## config.mk

```make
export PLATFORM = sky130hd
export DESIGN_NAME = ilut_ctrl
export DESIGN_NICKNAME = d
export VERILOG_FILES = /design/src/hdl/ilut_pkg.sv /design/src/hdl/ilut_ctrl.sv
export SDC_FILE = /design/constraint.sdc
export NUM_CORES = 1
export LEC_CHECK = 0
export ABC_AREA = 0
export BUFFER_PORTS_ARGS = -buffer_cell sky130_fd_sc_hd__buf_2
export CAP_MARGIN = 20
export CORE_AREA = 3 3 40 42
export CTS_BUF_LIST = sky130_fd_sc_hd__clkbuf_4
export DETAILED_ROUTE_END_ITERATION = 10
export DIE_AREA = 0 0 43 45
export GPL_ROUTABILITY_DRIVEN = 0
export GPL_TIMING_DRIVEN = 0
export PLACE_DENSITY = 0.79
export SLEW_MARGIN = 0
export SYNTH_ARGS = -nofsm -noshare
export SYNTH_HDL_FRONTEND = slang
export SYNTH_SLANG_ARGS = --single-unit
```

## constraint.sdc

```tcl
create_clock -name clk -period 1.2 [get_ports clk]
set_input_delay 0 -clock clk [delete_from_list [all_inputs] [get_ports clk]]
set_output_delay 0 -clock clk [all_outputs]
set_load 0.02 [all_outputs]
```

## src/hdl/ilut_pkg.sv

```systemverilog
package ilut_pkg;

  localparam int TABLE_DEPTH_DEF = 1024;

  localparam int IDX_W = 10;
  localparam int KEY_W = 48;
  localparam int VAL_W = 32;
  localparam int CNT_W = 11;
  localparam int IXW = CNT_W + 2;
  localparam int DIFF_W = VAL_W + 1;
  localparam int PROD_W = DIFF_W + KEY_W;
  localparam int HALF_W = KEY_W / 2;
  localparam int DIV_STEPS = 35;
  localparam int STEP_W = $clog2(DIV_STEPS);
  localparam int SUM_W = DIV_STEPS + 2;

  localparam int IN_DATA_W = 96;
  localparam int OUT_DATA_W = 32;

  localparam logic [CNT_W-1:0] CNT_MIN = CNT_W'(2);
  localparam logic [CNT_W-1:0] CNT_RESET = CNT_W'(2);

  localparam logic FUNC_WRITE = 1'b0;
  localparam logic FUNC_QUERY = 1'b1;

  typedef enum logic [1:0] {
    RANGE_INTERP = 2'd0,
    RANGE_BELOW  = 2'd1,
    RANGE_ABOVE  = 2'd2
  } range_t;

  typedef enum logic [1:0] {
    RD_BOUNDS,
    RD_SEARCH,
    RD_SEGMENT
  } rd_sel_t;

  typedef enum logic [1:0] {
    RES_FIRST,
    RES_LAST,
    RES_LEFT,
    RES_INTERP
  } res_sel_t;

  typedef enum logic [3:0] {
    ST_IDLE,
    ST_BND_RD,
    ST_BND_CHK,
    ST_SRCH_RD,
    ST_SRCH_CMP,
    ST_SEG_RD,
    ST_SEG_PREP,
    ST_MUL_LO,
    ST_MUL_HI,
    ST_DIV_CHK,
    ST_DIV,
    ST_FINISH,
    ST_OUT
  } state_t;

  typedef struct packed {
    logic     start;
    logic     wr_entry;
    logic     rd_en;
    rd_sel_t  rd_sel;
    logic     search_step;
    logic     seg_prep;
    logic     mul_lo;
    logic     mul_hi;
    logic     div_init;
    logic     div_step;
    logic     res_load;
    res_sel_t res_sel;
    logic     out_load;
  } ilut_cmd_t;

  typedef struct packed {
    logic below;
    logic above;
    logic found;
    logic search_end;
    logic seg_trivial;
    logic div_ovf;
    logic div_last;
    logic out_free;
  } ilut_stat_t;

endpackage

```

## src/hdl/ilut_ctrl.sv

```systemverilog
module ilut_ctrl (
  input  logic                clk,
  input  logic                rst,
  input  logic                in_valid,
  input  logic                in_func,
  output logic                in_ready,
  input  ilut_pkg::ilut_stat_t stat,
  output ilut_pkg::ilut_cmd_t  cmd
);

  ilut_pkg::state_t state;
  ilut_pkg::state_t state_next;

  always_ff @(posedge clk) begin
    if (rst) begin
      state <= ilut_pkg::ST_IDLE;
    end else begin
      state <= state_next;
    end
  end

  always_comb begin
    state_next = state;
    cmd = '0;
    in_ready = 1'b0;
    case (state)
      ilut_pkg::ST_IDLE: begin
        in_ready = 1'b1;
        if (in_valid) begin
          if (in_func == ilut_pkg::FUNC_QUERY) begin
            cmd.start = 1'b1;
            state_next = ilut_pkg::ST_BND_RD;
          end else begin
            cmd.wr_entry = 1'b1;
          end
        end
      end
      ilut_pkg::ST_BND_RD: begin
        cmd.rd_en = 1'b1;
        cmd.rd_sel = ilut_pkg::RD_BOUNDS;
        state_next = ilut_pkg::ST_BND_CHK;
      end
      ilut_pkg::ST_BND_CHK: begin
        if (stat.below) begin
          cmd.res_load = 1'b1;
          cmd.res_sel = ilut_pkg::RES_FIRST;
          state_next = ilut_pkg::ST_OUT;
        end else if (stat.above) begin
          cmd.res_load = 1'b1;
          cmd.res_sel = ilut_pkg::RES_LAST;
          state_next = ilut_pkg::ST_OUT;
        end else begin
          state_next = ilut_pkg::ST_SRCH_RD;
        end
      end
      ilut_pkg::ST_SRCH_RD: begin
        cmd.rd_en = 1'b1;
        cmd.rd_sel = ilut_pkg::RD_SEARCH;
        state_next = ilut_pkg::ST_SRCH_CMP;
      end
      ilut_pkg::ST_SRCH_CMP: begin
        cmd.search_step = 1'b1;
        if (stat.found || stat.search_end) begin
          state_next = ilut_pkg::ST_SEG_RD;
        end else begin
          state_next = ilut_pkg::ST_SRCH_RD;
        end
      end
      ilut_pkg::ST_SEG_RD: begin
        cmd.rd_en = 1'b1;
        cmd.rd_sel = ilut_pkg::RD_SEGMENT;
        state_next = ilut_pkg::ST_SEG_PREP;
      end
      ilut_pkg::ST_SEG_PREP: begin
        cmd.seg_prep = 1'b1;
        if (stat.seg_trivial) begin
          cmd.res_load = 1'b1;
          cmd.res_sel = ilut_pkg::RES_LEFT;
          state_next = ilut_pkg::ST_OUT;
        end else begin
          state_next = ilut_pkg::ST_MUL_LO;
        end
      end
      ilut_pkg::ST_MUL_LO: begin
        cmd.mul_lo = 1'b1;
        state_next = ilut_pkg::ST_MUL_HI;
      end
      ilut_pkg::ST_MUL_HI: begin
        cmd.mul_hi = 1'b1;
        state_next = ilut_pkg::ST_DIV_CHK;
      end
      ilut_pkg::ST_DIV_CHK: begin
        cmd.div_init = 1'b1;
        if (stat.div_ovf) begin
          state_next = ilut_pkg::ST_FINISH;
        end else begin
          state_next = ilut_pkg::ST_DIV;
        end
      end
      ilut_pkg::ST_DIV: begin
        cmd.div_step = 1'b1;
        if (stat.div_last) begin
          state_next = ilut_pkg::ST_FINISH;
        end
      end
      ilut_pkg::ST_FINISH: begin
        cmd.res_load = 1'b1;
        cmd.res_sel = ilut_pkg::RES_INTERP;
        state_next = ilut_pkg::ST_OUT;
      end
      ilut_pkg::ST_OUT: begin
        if (stat.out_free) begin
          cmd.out_load = 1'b1;
          state_next = ilut_pkg::ST_IDLE;
        end
      end
      default: begin
        state_next = ilut_pkg::ST_IDLE;
      end
    endcase
  end

endmodule

```

# Word-level counts from Yosys, hierarchy flattened
# Cells that the tools add are included.
[totals]
register_bits = 4
mem_count = 0
ram_bits = 0
elab_cells = 48
input_bits = 12
latchBits = 0
rom_bits = 0
[classes]
mux = 28
n_addsub = 0
n_reduce_logical = 3
bitwise = 0
multipliers = 0
magnitude_cmp = 0
n_shift = 0
eq_ne = 16
div = 0
[ops]
columns = ["operator", "n"]
rows = [
  ["4-bit case mux with 13 select lines", 1],
  ["4-bit two-way mux", 7],
  ["4-bit == test (second input constant)", 5],
  ["3-bit case mux with 3 select lines", 2],
  ["4-bit by 3-bit == test with 1-bit output (second input constant)", 4],
  ["1-bit two-way mux", 12],
  ["3-bit two-way mux", 4],
  ["4-bit by 2-bit == test with 1-bit output (second input constant)", 2],
  ["2-bit inequality test (second input constant)", 4],
  ["4-bit by 1-bit == test with 1-bit output (second input constant)", 1],
  ["4-bit zero test", 1],
  ["2-bit two-way mux", 2],
  ["4-bit AND reduction", 1],
  ["1-bit logical OR", 1],
]

# Depth between registers and ports, before layout
[depth]
depth_word = 3
mapped_depth = 5
mapped_depth_nobuf = 3

# Worst setup path before layout
# No wires, ideal clock.
[synth_timing]
path_kind = "register to register"
startpoint = "register state[1]"
endpoint = "register state[0]"
path_stages_with_launch = 5
path_buffers = 1
synth_period_minus_slack_ps = 1486
setup_ps = 122
arrival_time_ps = 1364
slack_ps = -286
path_cell_list = "dfxtp_1 -> buf_2 -> nor4_2 -> a221oi_1 -> o311a_1"
[synth_between]
elab_chain_cells = 3
elab_cells_between_ends = 19
cone_classes = "16 x eq/ne; 1 x mux; 2 x reduce/logical"
[synth_lines]
columns = ["item", "line", "text"]
rows = [
  ["start: declaration", "ilut_ctrl.sv:11", "ilut_pkg::state_t state;"],
  ["start signal: assignment", "ilut_ctrl.sv:16", "state <= ilut_pkg::ST_IDLE;"],
  ["start signal: assignment", "ilut_ctrl.sv:18", "state <= state_next;"],
  ["4-bit == test or 4-bit zero test (tied branches)", "ilut_ctrl.sv:26", "case (state)"],
  ["2-bit inequality test (no line)", "-", ""],
  ["4-bit AND reduction (no line)", "-", ""],
]
# Several ways; a longest one is shown, not always the timed one.
# A chain may end at the register's enable or synchronous reset.

==> metrics.yaml <==
timing:
  min_period_ns: 1.53
  tightest_slew_ns: 0.375
  finalClockSkew_ns: 0.0130
  relSlewSlack_pct: 74.8
  fin_crit_sh_pct: 128
  setup_violations: 20
  slew_viol_final: 0
  max_freq_mhz: 652
  grt_setup_unrepaired: "true"
  setup_ws_ns: -0.333
  finalHoldViolCount: 0
  hold_slack_ns: 0.151
cells_and_area:
  layout_commonest_cell: "buf_6"
  n_antenna_cell: 0
  design_area_um2: 1260
  largest_reg_flops: 4
  final_cell_mix: "buf_6 (22), buf_4 (12), buf_2 (11)"
  fillCellCount: 14
  syn2layout_area_growth_pct: 145
  largest-register: "state"
  layout-drive-gt1-share_pct: 74.2
  nets: 138
  biggestRegsByFlops: "state (4)"
synth:
  synth-async-reset-ratio_pct: 0
  yosys-top-cells-area: "dfxtp_1 (16%), nor2_1 (8.7%), nand2b_1 (8.5%)"
  yosys_warnings: 0
  synth_seq_cells: 4
  synthDistinctLibCells: 31
  synthesis.nets: 89
  ys.flop_type: "dfxtp_1"
  postSynthAreaPerCell_um2: 6.69
  yosys.area.top_type: "dfxtp_1"
  synth_area_um2: 515
  synth-edff-count: 0
  synthCells: 77
  synth_top_area_share_pct: 15.5
  ys_seq_area_share_pct: 15.5
die:
  die_area_um2: 1940
  die_y_um: 45
  die_x_um: 43
  initial_core_util_pct: 40.1
  core_um2: 1280
  io_pins: 28
  std_cell_rows: 13
global_routing:
  overflow: 0
  grt_pass1_wl_um: 3840
  grtUsageMet3_pct: 6.37
  grt_max_degree: 11
  grtUsageTotal_pct: 26.5
  grt_pass1_vias: 810
  met1_usage_pct: 32.0
  grt_busiest_layer: "met2"
  grtUsageMet2_pct: 45.5
  antenna_found_initial: 0
pwr:
  power_leakage_nw: 0.522
  ir_worst_vdd_mv: 2.08
  power_density_nw_per_um2: 2440
clocking:
  insertion_delay_ns: 0.25
  numClockSinks: 4
  htree_levels: 1
  cts_tree: "done"
  clockRootBuffer: "clkbuf_4"
  clk_pin_slew_ns: 0.06
  cts_buffers: 3
  clockBufferDepth: 2
route:
  drtAntennaViolNets: 0
  vias: 968
  routedWlPerCell_um: 26.3
  dr.pass1.iters: 6
  routed_wl_um: 3650
  drc: 0
  dr.first_iter.drc_count: 72
  via_per_inst: 6.96
placed_design:
  place_area_um2: 706
  placement.io_buffers: 27
  place_ws_ns: -0.206
  dp.final_hpwl_um: 1190
setup_path:
  critPathSlowestCell: "or3b_4"
  arrival_ns: 1.53
  cpPeakStageDelay_ns: 0.40
  worstSetupPathType: "flop to output port"
  crit_fanout: 3
  worst_setup_path_end_kind: "output port"
  cp-start-kind: "flop"
  cp_cell_sequence: "or2_4, or3b_4, a21oi_4, buf_6"
  cp_data_required_time_ns: 1.20
run_status:
  violations: "negative setup slack"
  outcome: "finished with violations"
min_path:
  min_path_type: "input pin to flop"
run:
  maxCapViolCount: 0
==> metal layers <==
layer,up-vias,share of wire (%)
met5,-,0
met4,0,7.1
met3,37,13
met2,108,47
met1,444,33
li1,379,-
==> cells in the mapped netlist, types with 2 or more instances <==
cell	n
nor2_1	12
nor3_1	8
nand2b_1	7
a211oi_1	4
dfxtp_1	4
inv_1	4
nand2_1	4
a21oi_1	3
and3_1	3
buf_2	3
o21a_1	3
nor3b_1	2
nor4_1	2
==> final timing paths <==
| check | start | endpoint | slack (ns) | depth (start not counted) |
|---|---|---|---|---|
| worst min-delay path | rst | state[3] | 0.15 | 2 |
| worst max-delay path | state[0] | cmd[1] | -0.33 | 4 |
| worst min register to register | state[3] | state[0] | 0.91 | 5 |
| worst max register to register | state[3] | state[2] | -0.30 | 6 |
==> through the flow <==
stage / utilization (%) / power, mW / cells / TNS (ns)
2_1_floorplan: - / 1.12 / 77 / -0.173
3_3_place_gp: 54.9 / 1.39 / 119 / -0.970
3_5_place_dp: 54.9 / 1.41 / 119 / -1.10
4_1_cts: 81.7 / 2.35 / 135 / -3.61
5_1_grt: 98.2 / 3.13 / 139 / -4.49
6_report: 98.2 / 3.07 / 139 / -3.99
==> report_power, final <==
group / leakage (nW) / switching (mW) / internal (mW)
sequential: 0.0346 / 0.0472 / 0.199
combinational: 0.474 / 1.35 / 1.28
clock: 0.0138 / 0.0811 / 0.114
==> timing repair <==
action                     4_1_cts  5_1_grt
setup endpoints to repair       20       20
cloned                           1        0
pin swaps                       15       14
hold buffers                     0        0
resized for setup               59       47
buffers inserted                12        6
==> logic make-up after synthesis <==
group                  share of synthesized area (%)
DFF                                             15.5
AOI/OAI and AO/OA                               26.5
buffers and inverters                           10.9
and+or+nand+nor                                 47.1
==> area by class of cell <==
cell class / instances / area (µm²) / share of cell area [%]
well taps: 15 / 18.8 / 1.49
clock buffers: 3 / 22.5 / 1.78
inverters: 4 / 17.5 / 1.39
flip-flops and latches: 4 / 88.8 / 7.04
plain buffers: 6 / 86.3 / 6.84
multi-input cells: 62 / 612 / 48.5
repair buffers: 45 / 417 / 33.0
==> critical path, delay by kind of cell, from the launching register on <==
kind	cells	cell delay (ns)
AND/OR/NAND/NOR	2	0.64
AO/OA/AOI/OAI	1	0.15
flip-flops	1	0.36
buffers and inverters	1	0.13
Power figures use the tool's default switching activity.
